File: config.mk
export PLATFORM = sky130hd
export DESIGN_NAME = binary_to_radix_ascii_top
export DESIGN_NICKNAME = d
export VERILOG_FILES = /design/src/rtl/btra_pkg.sv /design/src/rtl/btra_ram.sv /design/src/rtl/btra_dp.sv /design/src/rtl/btra_ctrl.sv /design/src/rtl/binary_to_radix_ascii_top.sv
export SDC_FILE = /design/constraint.sdc
export NUM_CORES = 1
export LEC_CHECK = 0
export BUFFER_PORTS_ARGS = -buffer_cell sky130_fd_sc_hd__buf_2
export CORE_MARGIN = 2
export CORE_UTILIZATION = 58
export DETAILED_ROUTE_END_ITERATION = 6
export PLACE_DENSITY = 0.76
export SYNTH_ARGS = -nofsm -noshare
export SYNTH_HDL_FRONTEND = slang
export SYNTH_HIERARCHICAL = 1
export SYNTH_SLANG_ARGS = --single-unit
File: constraint.sdc
create_clock -name clk -period 4.42 [get_ports clk]
set_input_delay 0.221 -clock clk [delete_from_list [all_inputs] [get_ports clk]]
set_output_delay 0.221 -clock clk [all_outputs]
set_load 0.03 [all_outputs]
File: src/rtl/btra_pkg.sv
package btra_pkg;

	localparam int VALUE_WIDTH_DEF = 64;
	localparam int MAX_DIGITS_DEF  = 64;

	localparam int RADIX_W  = 6;
	localparam int DIGIT_W  = 6;
	localparam int CHAR_W   = 7;
	localparam int COUNT_W  = 7;

	localparam logic [RADIX_W-1:0] RADIX_RESET = 6'd10;
	localparam logic [RADIX_W-1:0] RADIX_MIN   = 6'd2;
	localparam logic [RADIX_W-1:0] RADIX_MAX   = 6'd36;

	localparam logic [DIGIT_W-1:0] DEC_BASE   = 6'd10;
	localparam logic [CHAR_W-1:0]  ASCII_ZERO = 7'h30;
	localparam logic [CHAR_W-1:0]  ASCII_A    = 7'h41;

	// controller -> datapath
	typedef struct packed {
		logic load;      // take a new value, clear count and remainder
		logic step;      // one restoring-division bit
		logic wr;        // store remainder as next digit
		logic rd_init;   // point read index at the most significant digit
		logic rd_dec;    // move to the next lower digit
		logic load_out;  // fill the output register
		logic cfg_wr;    // radix write
	} btra_cmd_t;

	// datapath -> controller
	typedef struct packed {
		logic last_bit;  // final division step of this digit
		logic q_zero;    // quotient exhausted
		logic full;      // digit store about to be full
		logic rd_zero;   // reading the least significant digit
	} btra_st_t;

	function automatic logic [CHAR_W-1:0] digit_to_ascii(input logic [DIGIT_W-1:0] d);
		logic [CHAR_W-1:0] ext;
		ext = {1'b0, d};
		if (d < DEC_BASE)
			return ASCII_ZERO + ext;
		else
			return ASCII_A + ext - {1'b0, DEC_BASE};
	endfunction

endpackage

File: src/rtl/btra_ram.sv
module btra_ram #(
	parameter int WIDTH = 6,
	parameter int DEPTH = 64
) (
	input  logic                     clk,
	input  logic                     we,
	input  logic [$clog2(DEPTH)-1:0] waddr,
	input  logic [WIDTH-1:0]         wdata,
	input  logic [$clog2(DEPTH)-1:0] raddr,
	output logic [WIDTH-1:0]         rdata
);
	logic [WIDTH-1:0] mem_q [DEPTH];

	always_ff @(posedge clk) begin
		if (we)
			mem_q[waddr] <= wdata;
		rdata <= mem_q[raddr];
	end
endmodule

File: src/rtl/btra_dp.sv
module btra_dp #(
	parameter int VALUE_WIDTH = 64,
	parameter int MAX_DIGITS  = 64
) (
	input  logic                              clk,
	input  logic                              arst_n,
	input  btra_pkg::btra_cmd_t               cmd,
	output btra_pkg::btra_st_t                st,
	input  logic [63:0]                       value,
	input  logic [btra_pkg::RADIX_W-1:0]      radix,
	output logic [btra_pkg::CHAR_W-1:0]       digit_char,
	output logic                              is_last,
	output logic [btra_pkg::COUNT_W-1:0]      digit_count
);
	import btra_pkg::*;

	localparam int AW = $clog2(MAX_DIGITS);
	localparam int BW = $clog2(VALUE_WIDTH);

	logic [RADIX_W-1:0]     radix_q;
	logic [VALUE_WIDTH-1:0] quo_q;
	logic [DIGIT_W-1:0]     rem_q;
	logic [BW-1:0]          bit_q;
	logic [COUNT_W-1:0]     ndig_q;
	logic [AW-1:0]          rd_idx_q;

	logic [DIGIT_W:0]       rem_sh;
	logic                   fits;
	logic [DIGIT_W:0]       rem_sub;
	logic [RADIX_W-1:0]     radix_clamped;
	logic [DIGIT_W-1:0]     rd_digit;

	always_comb begin
		if (radix < RADIX_MIN)
			radix_clamped = RADIX_MIN;
		else if (radix > RADIX_MAX)
			radix_clamped = RADIX_MAX;
		else
			radix_clamped = radix;
	end

	// one bit of restoring division
	assign rem_sh  = {rem_q, quo_q[VALUE_WIDTH-1]};
	assign fits    = rem_sh >= {1'b0, radix_q};
	assign rem_sub = rem_sh - {1'b0, radix_q};

	assign st.last_bit = bit_q == BW'(VALUE_WIDTH - 1);
	assign st.q_zero   = quo_q == '0;
	assign st.full     = ndig_q == COUNT_W'(MAX_DIGITS - 1);
	assign st.rd_zero  = rd_idx_q == '0;

	always_ff @(posedge clk or negedge arst_n) begin
		if (!arst_n) begin
			radix_q <= RADIX_RESET;
			quo_q   <= '0;
			rem_q   <= '0;
			bit_q   <= '0;
			ndig_q  <= '0;
		end else begin
			if (cmd.cfg_wr)
				radix_q <= radix_clamped;
			if (cmd.load) begin
				quo_q  <= value[VALUE_WIDTH-1:0];
				rem_q  <= '0;
				bit_q  <= '0;
				ndig_q <= '0;
			end else if (cmd.step) begin
				quo_q <= {quo_q[VALUE_WIDTH-2:0], fits};
				rem_q <= fits ? rem_sub[DIGIT_W-1:0] : rem_sh[DIGIT_W-1:0];
				bit_q <= bit_q + BW'(1);
			end else if (cmd.wr) begin
				rem_q  <= '0;
				bit_q  <= '0;
				ndig_q <= ndig_q + COUNT_W'(1);
			end
		end
	end

	always_ff @(posedge clk) begin
		if (cmd.rd_init)
			rd_idx_q <= ndig_q[AW-1:0];
		else if (cmd.rd_dec)
			rd_idx_q <= rd_idx_q - AW'(1);
		if (cmd.load_out) begin
			digit_char  <= digit_to_ascii(rd_digit);
			is_last     <= st.rd_zero;
			digit_count <= ndig_q;
		end
	end

	btra_ram #(
		.WIDTH(DIGIT_W),
		.DEPTH(MAX_DIGITS)
	) u_store (
		.clk  (clk),
		.we   (cmd.wr),
		.waddr(ndig_q[AW-1:0]),
		.wdata(rem_q),
		.raddr(rd_idx_q),
		.rdata(rd_digit)
	);

	a_rem_below_radix: assert property (@(posedge clk) disable iff (!arst_n)
		rem_q < radix_q) else $error("remainder not below radix");
	a_radix_range: assert property (@(posedge clk) disable iff (!arst_n)
		radix_q >= RADIX_MIN && radix_q <= RADIX_MAX) else $error("radix out of range");
	a_count_bound: assert property (@(posedge clk) disable iff (!arst_n)
		ndig_q <= COUNT_W'(MAX_DIGITS)) else $error("digit count overflow");
endmodule

File: src/rtl/btra_ctrl.sv
module btra_ctrl (
	input  logic                 clk,
	input  logic                 arst_n,
	input  logic                 in_valid,
	output logic                 in_stall,
	output logic                 out_valid,
	input  logic                 out_stall,
	input  logic                 cfg_valid,
	output logic                 cfg_ready,
	output btra_pkg::btra_cmd_t  cmd,
	input  btra_pkg::btra_st_t   st
);
	import btra_pkg::*;

	typedef enum logic [2:0] {
		S_IDLE,
		S_DIV,
		S_WR,
		S_RD,
		S_EMIT
	} state_t;

	state_t state_q;
	logic   out_valid_q;
	logic   slot_free;
	logic   in_acc;

	assign in_stall  = state_q != S_IDLE;
	assign in_acc    = in_valid && !in_stall;
	assign cfg_ready = 1'b1;
	assign out_valid = out_valid_q;
	assign slot_free = !out_valid_q || !out_stall;

	always_comb begin
		cmd          = '0;
		cmd.cfg_wr   = cfg_valid;
		cmd.load     = in_acc;
		cmd.step     = state_q == S_DIV;
		cmd.wr       = state_q == S_WR;
		cmd.rd_init  = state_q == S_WR && (st.q_zero || st.full);
		cmd.load_out = state_q == S_EMIT && slot_free;
		cmd.rd_dec   = cmd.load_out && !st.rd_zero;
	end

	always_ff @(posedge clk or negedge arst_n) begin
		if (!arst_n) begin
			state_q     <= S_IDLE;
			out_valid_q <= 1'b0;
		end else begin
			if (cmd.load_out)
				out_valid_q <= 1'b1;
			else if (!out_stall)
				out_valid_q <= 1'b0;

			unique case (state_q)
				S_IDLE: begin
					if (in_acc)
						state_q <= S_DIV;
				end
				S_DIV: begin
					if (st.last_bit)
						state_q <= S_WR;
				end
				S_WR: begin
					state_q <= (st.q_zero || st.full) ? S_RD : S_DIV;
				end
				S_RD: begin
					state_q <= S_EMIT;
				end
				S_EMIT: begin
					if (slot_free)
						state_q <= st.rd_zero ? S_IDLE : S_RD;
				end
				default: state_q <= S_IDLE;
			endcase
		end
	end

	a_accept_starts_div: assert property (@(posedge clk) disable iff (!arst_n)
		in_acc |=> state_q == S_DIV) else $error("accept did not start division");
	a_div_to_wr: assert property (@(posedge clk) disable iff (!arst_n)
		state_q == S_DIV && st.last_bit |=> state_q == S_WR) else $error("digit not stored");
	a_load_slot: assert property (@(posedge clk) disable iff (!arst_n)
		cmd.load_out |-> (!out_valid_q || !out_stall)) else $error("output overwritten");
endmodule

File: src/rtl/binary_to_radix_ascii_top.sv
// Integer to ASCII conversion, radix 2..36, digits emitted most significant first.
// Each digit comes from the bit-serial divider and goes into the digit store; the
// digits are then read back from the store into the output register. A new value
// is accepted only once the last digit of the previous one has been emitted.
// Reset: arst_n async active low; radix returns to 10, no beat pending.
module binary_to_radix_ascii_top #(
	parameter int VALUE_WIDTH = btra_pkg::VALUE_WIDTH_DEF,
	parameter int MAX_DIGITS  = btra_pkg::MAX_DIGITS_DEF
) (
	input  logic                          clk,
	input  logic                          arst_n,
	// input beat
	input  logic                          in_valid,
	output logic                          in_stall,
	input  logic [63:0]                   value,
	// result beat, one per digit
	output logic                          out_valid,
	input  logic                          out_stall,
	output logic [btra_pkg::CHAR_W-1:0]   digit_char,
	output logic                          is_last,
	output logic [btra_pkg::COUNT_W-1:0]  digit_count,
	// radix register write, clamped to 2..36
	input  logic                          cfg_valid,
	output logic                          cfg_ready,
	input  logic [btra_pkg::RADIX_W-1:0]  radix
);
	import btra_pkg::*;

	btra_cmd_t cmd;
	btra_st_t  st;

	// Controller: idle -> divide (one quotient bit per cycle) -> store digit,
	// looping until the quotient is zero or the store is full; then read back
	// from the top digit down, one beat per digit.
	btra_ctrl u_ctrl (
		.clk      (clk),
		.arst_n   (arst_n),
		.in_valid (in_valid),
		.in_stall (in_stall),
		.out_valid(out_valid),
		.out_stall(out_stall),
		.cfg_valid(cfg_valid),
		.cfg_ready(cfg_ready),
		.cmd      (cmd),
		.st       (st)
	);

	// Datapath: radix register, restoring divider, digit store, output register.
	btra_dp #(
		.VALUE_WIDTH(VALUE_WIDTH),
		.MAX_DIGITS (MAX_DIGITS)
	) u_dp (
		.clk        (clk),
		.arst_n     (arst_n),
		.cmd        (cmd),
		.st         (st),
		.value      (value),
		.radix      (radix),
		.digit_char (digit_char),
		.is_last    (is_last),
		.digit_count(digit_count)
	);
endmodule

==> key figures, run 1 <==
Status
  – Status: finished clean

Floorplanning
  – Initial core utilization: 0.589
  – Rows: 69
  – I/O Pins: slightly above 90
  – Height of the die: between 150 and 200 um
  – Core area: ~0.035 mm^2
  – Die width: around 190 um
  – Die Area: roughly 0.038 mm^2

Pwr
  – Cell Pwr Density: slightly above 500 mW/mm^2
  – Leak: about 0.0085 uW
  – Register share of total power: 0.536
  – Pint: 9010 uW
  – Sw Pwr: around 3300 uW
  – Clock power frac: 0.327
  – Max VDD drop: between 0.0005 and 0.0006 V
  – Comb pwr share: 0.137
  – Net Sw Frac: 0.266

Detailed routing
  – Via count: between 10000 and 15000
  – Via/cell ratio: slightly above 6
  – DRC: 0
  – Post-DRT Antenna Nets: 0
  – Detailed Route Iter0 Violations: 1045
  – 1st-pass router iterations: 7
  – DR WL/cell: between 20 and 25 um
  – Final wirelength: 45.9 mm

Min path
  – Worst Hold Class: in -> reg

STA
  – Worst-Margin Slew: about 1.2 ns
  – Final hold vios: 0
  – Min Tclk post-route: ~2.8 ns
  – Slew margin rel.: 0.221
  – Max Clock Skew: 0.0211 ns
  – Setup slack after layout: between 1.5 and 2 ns
  – Max Clk Rate: about 0.36 GHz
  – Final setup vio count: 0
  – Fin Setup TNS: 0 ns
  – Tcrit/Tclk final: 0.627
  – Fin. max-slew vios: 0
  – RSZ-0062 raised after global routing: no

Synth
  – Post-synthesis instance area: 0.0209 mm^2
  – Sequential-to-total area share from yosys stat: 0.699
  – EDFF count, synth: just over 400
  – Yosys reg bits: approximately 500
  – Dominant synthesized flop cell: edfxtp_1
  – Post-Syn Nets: approximately 1400
  – Synth cell types: 65
  – Syn_area_per_cell: ~16 um^2
  – Synthesized instance count: 1274
  – Yosys Warn Count: 6
  – Ys async rst share: 0.185

Clock network
  – CTS tree: done
  – Clock transition at the registers of the reported paths: 0.06 ns
  – # clock sinks: approximately 500
  – Clock latency on the worst-skew pair: between 0.5 and 0.6 ns
  – Postcts setup bufs: 0
  – H-tree levels: 2
  – Clock Path Buffers: 3
  – CTS Buf Count: 50
  – Clock Root Buffer: clkbuf_16

Final layout
  – Area grow syn2layout: 14.9%
  – Fin nets: around 1500
  – # diodes: 0
  – Share of layout cells above drive strength 1: 0.199

GRT
  – GRT Total Usage: 0.247
  – First-pass GRT wire length: 71.2 mm
  – Pin count of the biggest net entering global routing: between 90 and 100
  – Antenna violations before repair: 0
  – Vias in the first global route: approximately 12000
  – GR Overflow Total: 0

Setup path
  – Reg2reg setup slack: around 1.7 ns
  – Setup crit start kind: flop
  – Crit path DAT: ~3.0 ns
  – Crit Path Max Fanout: 9
  – Endpoint kind of the worst setup timing path: flop
  – Worst Path Required: approximately 4.6 ns
  – Setup CP Type: reg -> reg

Placed design
  – Final HPWL DP: 26.7 mm
  – Buffers on Ports: 91
  – Worst Setup Slack post-DPL: 1.69 ns
  – GPL Wtd Cong: 0.822

Run
  – Max Cap Violations: 0
[stage by stage]
stage	power (uW)	hold WS, ns	instance area [um^2]	utilization	instances
finish	12300	0.0331	24000	0.676	1937
global route	12800	0.0458	24000	0.676	1937
CTS	12300	0.00577	24000	0.676	1937
detailed placement	8270	0.322	21700	0.612	1771
global placement	8160	0.316	21700	0.612	1771
floorplan	7630	-0.0746	20900	-	1274
[placed cells by master, fill, tap and decap left out, types with 14 or more instances in the layout]
master and instances:
edfxtp_1 405, nand2_1 105, buf_2 90, o21ai_0 87
mux4_2 87, dfrtp_1 85, mux2i_1 85, nor2_1 84
dlygate4sd3_1 74, clkbuf_16 51, clkbuf_1 18, inv_1 18
nand3_1 18, nor4_1 17, buf_4 14
[timing repair]
item / in CTS / in global routing
hold buffers: 74 / 0
endpoints found under the hold margin: 126 / 0
gates resized for setup: 0 / 0
[critical path, stage by stage, from the launching register on]
cell and delay (ns):
dfrtp_1 0.45, nor3b_1 0.22, buf_4 0.20, nor2b_1 0.29
nand3_1 0.56, nor2_1 0.68
[layout make-up]
type / count / area [um^2]
Clock buffer: 74 / 1410
Inverter: 18 / 67.6
Multi-Input combinational cell: 682 / 5840
Clock inverter: 18 / 149
Fill cell: 2236 / 11500
Timing Repair Buffer: 180 / 1340
Tap cell: 461 / 577
Sequential cell: 504 / 14600
[layer usage]
layer / track usage / share of wire
met5: 0 / 0
met4: 0.0814 / 0.033
met3: 0.0471 / 0.080
met2: 0.408 / 0.49
met1: 0.336 / 0.39
[state kept, by name, summed over array words and instances (netlist names)]
signal / cells
u_ctrl/out_valid: 1
u_ctrl/state_q: 3
u_dp/bit_q: 6
u_dp/digit_char: 7
u_dp/digit_count: 7
u_dp/is_last: 1
u_dp/ndig_q: 7
u_dp/quo_q: 64
u_dp/radix_q: 6
u_dp/rd_idx_q: 6
u_dp/rem_q: 6
u_dp/u_store/mem_q: 384
u_dp/u_store/rdata: 6
[power groups by stage]
stage | combinational [uW] | sequential (uW) | clock, uW
finish | 1680 | 6580 | 4010
global route | 1900 | 6660 | 4260
CTS | 1670 | 6570 | 4080
detailed placement | 1620 | 6660 | 0
global placement | 1540 | 6630 | 0
floorplan | 1010 | 6620 | 0
[synth_stat cells (13+ instances only)]
cell type	instances	share of area
mux4_2	87	0.094
ha_1	13	0.0078
clkbuf_1	36	0.0065
a21oi_1	13	0.0031
nand2_1	105	0.019
buf_2	20	0.0048
nor2_1	85	0.015
edfxtp_1	405	0.58
mux2i_1	85	0.041
dfrtp_1	91	0.11
inv_1	18	0.0032
nor4_1	17	0.0051
nand3_1	18	0.0043
o21ai_0	87	0.021
[final timing paths]
path,start,endpoint,depth (start not counted)
max reg2reg,u_ctrl/state_q[1],u_dp/u_store/mem_q[6][1],5
max in group asynchronous,arst_n,u_dp/rem_q[1],3
max,u_ctrl/state_q[1],u_dp/u_store/mem_q[6][1],5
min reg2reg,u_dp/ndig_q[6],u_dp/digit_count[6],0
min in group asynchronous,arst_n,u_dp/quo_q[7],2
min,radix[3],u_dp/radix_q[1],4
[cell families (layout without fill, tap and decap cells)]
kind of cell             Yosys count  after routing  synth area share
flip-flops                       504            504             0.699
other                              1              1          0.000179
AO/OA/AOI/OAI                    174            174            0.0519
AND/OR/NAND/NOR                  286            286            0.0629
XOR/XNOR                          20             20           0.00838
adder cells (fa/ha/maj)           14             14           0.00874
buffers and inverters             88            290            0.0218
multiplexers                     187            187             0.147
(Power assumes the default switching activity.)
==> inputs of run 2 (changes only) <==
--- a/config.mk
+++ b/config.mk
@@ -7,9 +7,9 @@
 export LEC_CHECK = 0
 export BUFFER_PORTS_ARGS = -buffer_cell sky130_fd_sc_hd__buf_2
 export CORE_MARGIN = 2
-export CORE_UTILIZATION = 58
+export CORE_UTILIZATION = 55
 export DETAILED_ROUTE_END_ITERATION = 6
-export PLACE_DENSITY = 0.76
+export PLACE_DENSITY = 0.75
 export SYNTH_ARGS = -nofsm -noshare
 export SYNTH_HDL_FRONTEND = slang
 export SYNTH_HIERARCHICAL = 1
==> constraint.sdc (replaced) <==
create_clock -name clk -period 2.3 [get_ports clk]
set_input_delay 0.115 -clock clk [delete_from_list [all_inputs] [get_ports clk]]
set_output_delay 0.115 -clock clk [all_outputs]
set_load 0.03 [all_outputs]
==> run 2 against run 1 <==
Combinational power up 130%. Sequential share of layout area shrank 2.7 points. Cell count grew 8.5%. Critical path type unchanged. Critical endpoint is now u_dp/u_store/mem_q[10][2].
==> key figures, run 2 (synthesis gave the netlist of run 1 again) <==
Status
  – Status: finished clean

STA
  – Setup slack after layout: approximately 0.075 ns
  – Worst-Margin Slew: 0.736 ns
  – Final setup vio count: 0
  – Max Clock Skew: 0.0237 ns
  – Slew margin rel.: 0.509
  – Tcrit/Tclk final: 0.968
  – Min Tclk post-route: between 2 and 2.5 ns
  – Fin. max-slew vios: 0
  – Final hold vios: 0
  – Max Clk Rate: around 0.45 GHz

Detailed routing
  – Post-DRT Antenna Nets: 0
  – 1st-pass router iterations: 6
  – DR WL/cell: about 23 um
  – Detailed Route Iter0 Violations: roughly 1100
  – Via count: ~13000
  – Via/cell ratio: 5.95
  – DRC: 0
  – Final wirelength: ~48 mm

Setup path
  – Top cell family by delay on the critical path: simple AND/OR/NAND/NOR gates
  – CP max stage delay: just under 0.5 ns
  – Worst Path Required: about 2.6 ns
  – Crit path launch: u_ctrl/state_q[1]
  – Crit Path Max Fanout: 7
  – Worst r2r src: u_ctrl/state_q[1]
  – CP cell instances: nor3b_1, nor2b_1, nand2_2, nor2_1, buf_4
  – CP max-delay cell: nor2b_1
  – Setup crit start kind: flop
  – CP bufs+invs: 1
  – Setup CP Type: reg -> reg
  – Stages on the worst setup path: 5
  – Crit path DAT: 2.52 ns
  – Endpoint kind of the worst setup timing path: flop
  – Reg2reg path depth: 5

Final layout
  – # diodes: 0
  – Most frequent cells in the layout: 405 x edfxtp_1, 110 x buf_4, 103 x nand2_1, 90 x buf_2, 87 x mux4_2
  – Commonest non-fill, non-tap cell in the layout: edfxtp_1
  – Biggest regs: u_dp/u_store/mem_q (384), u_dp/quo_q (64)
  – Share of layout cells above drive strength 1: 0.265
  – Fin nets: ~1600
  – Design Area, Final: roughly 0.025 mm^2
  – Most flop-heavy register: u_dp/u_store/mem_q
  – Max FFs per register: around 380
  – Area grow syn2layout: 20.2%
  – FILL cells: between 2000 and 2500

Floorplanning
  – Die Area: a little under 0.04 mm^2
  – Initial core utilization: 0.556
  – Core area: approximately 0.038 mm^2
  – I/O Pins: 93
  – Die width: 199 um
  – Rows: 71
  – Height of the die: a little under 200 um

GRT
  – Antenna violations before repair: 0
  – Pin count of the biggest net entering global routing: 67
  – Vias in the first global route: 12900
  – GRT Total Usage: 0.250
  – GR Overflow Total: 0
  – First-pass GRT wire length: 73.8 mm

Clock network
  – Clock Path Buffers: 3
  – # clock sinks: roughly 500
  – H-tree levels: 2
  – CTS Buf Count: between 50 and 60
  – Clock transition at the registers of the reported paths: about 0.060 ns
  – Clock Root Buffer: clkbuf_16
  – Clock latency on the worst-skew pair: roughly 0.60 ns
  – CTS tree: done

Pwr
  – Max VDD drop: 0.000957 V
  – Total power: ~24000 uW
  – Cell Pwr Density: roughly 950 mW/mm^2
  – Leak: about 0.009 uW

Placed design
  – Final HPWL DP: ~29 mm
  – Worst Setup Slack post-DPL: -0.0560 ns
  – Buffers on Ports: 91
  – GPL Wtd Cong: 0.814
  – Area after DPL: 0.0227 mm^2

Min path
  – Worst Hold Class: in -> async

Run
  – Max Cap Violations: 0
-- run 2: changes by cell type in the layout (fill, tap and decap cells not counted), moves of 5 or more --
cell	change
buf_4	+96
buf_12	+12
clkbuf_1	-8
clkinv_1	+8
nor4_1	-8
nor4_2	+8
clkinv_2	+6
clkbuf_8	-5
-- run 2: power by group --
part	total, uW	switching, uW	leakage, uW	internal, uW
registers	12400	751	0.00484	11600
clock network	7600	3400	0.000746	4210
logic	3790	2450	0.00360	1340
total	23800	6600	0.00918	17200
-- run 2: through the flow --
stage                     TNS (ns)  cells   util  hold WS, ns
after floorplan                  0   1274      -       -0.181
after global placement      -0.310   1929  0.605        0.125
after detailed placement    -0.372   1929  0.605        0.127
after CTS                        0   2099  0.666      0.00507
after global routing       -0.0525   2101  0.669       0.0902
final                            0   2101  0.669       0.0597
-- run 2: area by class of cell --
| cell class | count | area (um^2) | area share |
|---|---|---|---|
| Clock buffer | 61 | 1310 | 0.0523 |
| Clock inverter | 33 | 221 | 0.00881 |
| Inverter | 18 | 67.6 | 0.00269 |
| Multi-Input combinational cell | 682 | 5920 | 0.236 |
| Sequential cell | 504 | 14600 | 0.582 |
| Tap cell | 511 | 639 | 0.0254 |
| Timing Repair Buffer | 292 | 2340 | 0.0930 |
-- run 2: per-layer routing --
metal | vias up | wire length, um | track usage
met5 | - | 0 | 0
met4 | 0 | 1010 | 0.0641
met3 | 88 | 3640 | 0.0544
met2 | 513 | 24000 | 0.414
met1 | 6389 | 19100 | 0.340
li1 | 5520 | - | -
-- run 2: path summary, 6_finish.rpt --
path	endpoint	slack, ns
setup / recovery	u_dp/u_store/mem_q[10][2]	0.07
hold / removal	u_dp/quo_q[25]	0.06
setup reg to reg	u_dp/u_store/mem_q[10][2]	0.07
hold reg to reg	u_dp/digit_count[6]	0.53
max in group asynchronous	u_dp/quo_q[35]	1.57
min in group clk	u_dp/radix_q[4]	0.16
-- run 2: timing repair --
action	4_1_cts	5_1_grt
setup buffers	0	0
endpoints found under the hold margin	164	1
pin swaps	0	2
endpoints found under the setup margin	11	47
resized for setup	2	17
hold buffers	76	1
-- run 2: worst reg2reg max path, cell delays in order, from the launching register on --
cell and delay, ns:
dfrtp_1 0.46, nor3b_1 0.26, nor2b_1 0.49, nand2_2 0.34
nor2_1 0.21, buf_4 0.18
==> inputs of run 3 (changes only) <==
--- a/config.mk
+++ b/config.mk
@@ -5,11 +5,12 @@
 export SDC_FILE = /design/constraint.sdc
 export NUM_CORES = 1
 export LEC_CHECK = 0
+export ABC_AREA = 1
 export BUFFER_PORTS_ARGS = -buffer_cell sky130_fd_sc_hd__buf_2
 export CORE_MARGIN = 2
-export CORE_UTILIZATION = 55
+export CORE_UTILIZATION = 56
 export DETAILED_ROUTE_END_ITERATION = 6
-export PLACE_DENSITY = 0.75
+export PLACE_DENSITY = 0.76
 export SYNTH_ARGS = -nofsm -noshare
 export SYNTH_HDL_FRONTEND = slang
 export SYNTH_HIERARCHICAL = 1
==> run 3 against run 2 <==
The flow now finishes with violations (DRC). Critical path type unchanged. Area after synthesis grew 3.7%. Largest cell class unchanged. Synthesized cell count grew 62%. Highest routed layer unchanged. Worst setup slack better by 0.052 ns.
==> key figures, run 3 <==
Status
  – Status: complete, but fails checks
  – Failing checks: DRC

Placed design
  – Area after DPL: ~0.023 mm^2
  – Final HPWL DP: 31.2 mm
  – GPL Wtd Cong: between 0.8 and 0.9
  – Buffers on Ports: 91
  – Cell Count Post-Placement: approximately 2600

Floorplanning
  – Rows: slightly above 70
  – I/O Pins: 93
  – Core area: about 0.038 mm^2
  – Initial core utilization: 0.563
  – Height of the die: roughly 200 um
  – Die width: approximately 200 um
  – Die Area: between 0.04 and 0.05 mm^2

GRT
  – Antenna violations before repair: 0
  – Pin count of the biggest net entering global routing: 73
  – GR Overflow Total: 0
  – First-pass GRT wire length: about 85 mm
  – Vias in the first global route: 15900
  – GRT Total Usage: 0.270

STA
  – RSZ-0062 raised after global routing: yes
  – Final hold vios: 0
  – Min Tclk post-route: 2.17 ns
  – Fin. max-slew vios: 0
  – Max Clock Skew: ~0.028 ns
  – Max Clk Rate: about 0.46 GHz
  – Final setup vio count: 0
  – Worst-Margin Slew: approximately 0.85 ns
  – Fin Setup TNS: 0 ns
  – Slew margin rel.: 0.431
  – Tcrit/Tclk final: 0.945

Final layout
  – Share of layout cells above drive strength 1: 0.115
  – Final Non-Filler Cells: about 2800
  – Most frequent cells in the layout: 697 x nand2_1, 405 x edfxtp_1, 368 x nand3_1, 102 x inv_1, 90 x buf_2
  – Commonest non-fill, non-tap cell in the layout: nand2_1
  – Max FFs per register: 384
  – Biggest regs: u_dp/u_store/mem_q (384), u_dp/quo_q (64)
  – # diodes: 0
  – Fin nets: 2334
  – Most flop-heavy register: u_dp/u_store/mem_q
  – Design Area, Final: approximately 0.025 mm^2
  – Area grow syn2layout: 16.6%

Synth
  – Synth area leaders: edfxtp_1 56%, nand2_1 12%, dfrtp_1 11%
  – Post-synth top area share: 0.561
  – Ys async rst share: 0.185
  – Post-Syn Nets: ~2100
  – Yosys top cell by area: edfxtp_1
  – Yosys Warn Count: 6
  – Dominant synthesized flop cell: edfxtp_1
  – Synth cell types: 38
  – Post-synthesis instance area: approximately 0.022 mm^2
  – Top post-synthesis cells by count: 697 x nand2_1, 405 x edfxtp_1, 368 x nand3_1
  – Syn_area_per_cell: about 11 um^2
  – Synthesized instance count: 2058
  – Most frequent cell after synthesis: nand2_1
  – EDFF count, synth: between 400 and 500
  – Sequential-to-total area share from yosys stat: 0.674
  – Yosys reg bits: ~500

Setup path
  – Worst Path Required: about 2.6 ns
  – Crit path DAT: about 2.5 ns
  – CP cell instances: inv_1, nand2_1, nor3_2, nand4_1, nor2_1, nand2_1, nor2_1, inv_1, nand2_1, nand3_1, inv_2, or2_4
  – Crit Path Max Fanout: 8
  – Reg2reg path depth: 12
  – Reg2reg setup slack: 0.13 ns
  – CP max stage delay: 0.37 ns
  – CP max-delay cell: dfrtp_1
  – Most common cell on crit path: nand2_1
  – Endpoint kind of the worst setup timing path: flop
  – Setup CP Type: reg -> reg
  – Setup crit start kind: flop

Detailed routing
  – Post-DRT Antenna Nets: 0
  – 1st-pass router iterations: 7
  – DR WL/cell: between 15 and 20 um
  – Detailed Route Iter0 Violations: approximately 1600
  – Via count: 16200
  – DRC: 2
  – Via/cell ratio: 5.78
  – Final wirelength: between 50 and 60 mm

Run
  – Max Cap Violations: 0

Pwr
  – Max VDD drop: between 0.0008 and 0.0009 V
  – Cell Pwr Density: just over 1000 mW/mm^2
  – Total power: around 26000 uW
  – Leak: approximately 0.0099 uW

Clock network
  – Clock transition at the registers of the reported paths: approximately 0.060 ns
  – Clock latency on the worst-skew pair: about 0.6 ns
  – H-tree levels: 2
  – # clock sinks: roughly 500
  – Clock Root Buffer: clkbuf_16
  – CTS tree: done
  – CTS Buf Count: 50
  – Clock Path Buffers: 3

Min path
  – Worst Hold Class: in -> async
[run 3: cell types whose count changed after synthesis, sizes merged, moves of 12 or more]
cell,before,now
buf,34,87
clkbuf,36,22
inv,18,111
mux2i,85,0
mux4,93,0
nand2,105,698
nand3,18,370
nor2,85,97
nor2b,12,0
o211ai,1,33
o21ai,98,28
[run 3: per-layer routing]
metal | track usage | wire [um] | part of all wire
met1 | 0.348 | 20800 | 0.38
met2 | 0.457 | 26700 | 0.49
met3 | 0.0472 | 4500 | 0.083
met4 | 0.114 | 2250 | 0.042
met5 | 0 | 0 | 0
[run 3: layout make-up]
cell class | count | area [um^2]
clock inverter | 20 | 170
timing repair buffer | 244 | 1920
fill | 2787 | 13200
inverter | 111 | 419
tap | 518 | 648
multi-input combinational | 1334 | 6120
sequential | 504 | 14600
clock buffer | 70 | 1370
[run 3: cells by family (layout without fill, tap and decap cells)]
logic type               Yosys count  count (layout)  share of synthesized area
AND/OR/NAND/NOR                 1212            1212                      0.238
buffers and inverters            220             445                     0.0449
adder cells (fa/ha/maj)           14              14                    0.00843
other                              1               1                   0.000173
flip-flops                       504             504                      0.674
AO/OA/AOI/OAI                    101             101                     0.0322
XOR/XNOR                           6               6                    0.00242
[run 3: worst paths after layout]
check | start | end
min in group clk | value[4] | u_dp/quo_q[4]
setup / recovery | u_dp/quo_q[39] | u_dp/rd_idx_q[2]
hold reg to reg | u_dp/quo_q[54] | u_dp/quo_q[55]
max in group asynchronous | arst_n | u_dp/rem_q[5]
setup reg to reg | u_dp/quo_q[39] | u_dp/rd_idx_q[2]
hold / removal | arst_n | u_dp/quo_q[22]
[run 3: where the power goes]
group | internal, uW | switching (uW) | leakage [uW]
logic | 1820 | 4550 | 0.00426
registers | 11500 | 603 | 0.00492
clock network | 4380 | 3360 | 0.000750
[run 3: metrics by stage]
stage          utilization  hold slack [ns]  worst slack [ns]
6_report             0.657            0.105             0.127
5_1_grt              0.657            0.165           -0.0590
4_1_cts              0.656           0.0985            0.0254
3_5_place_dp         0.593            0.172            0.0710
3_3_place_gp         0.593            0.164             0.218
2_1_floorplan            -           -0.181           -0.0760
[run 3: timing repair]
item,in CTS,in global routing
buffers inserted,0,3
resized for setup,0,13
hold buffers,85,0
hold endpoints to repair,150,0
endpoints found under the setup margin,0,78
[run 3: worst max-delay path, delay by kind of cell, from the launching register on]
kind / cells / cell delay, ns
and+or+nand+nor: 9 / 1.20
buffers and inverters: 3 / 0.32
DFF: 1 / 0.37
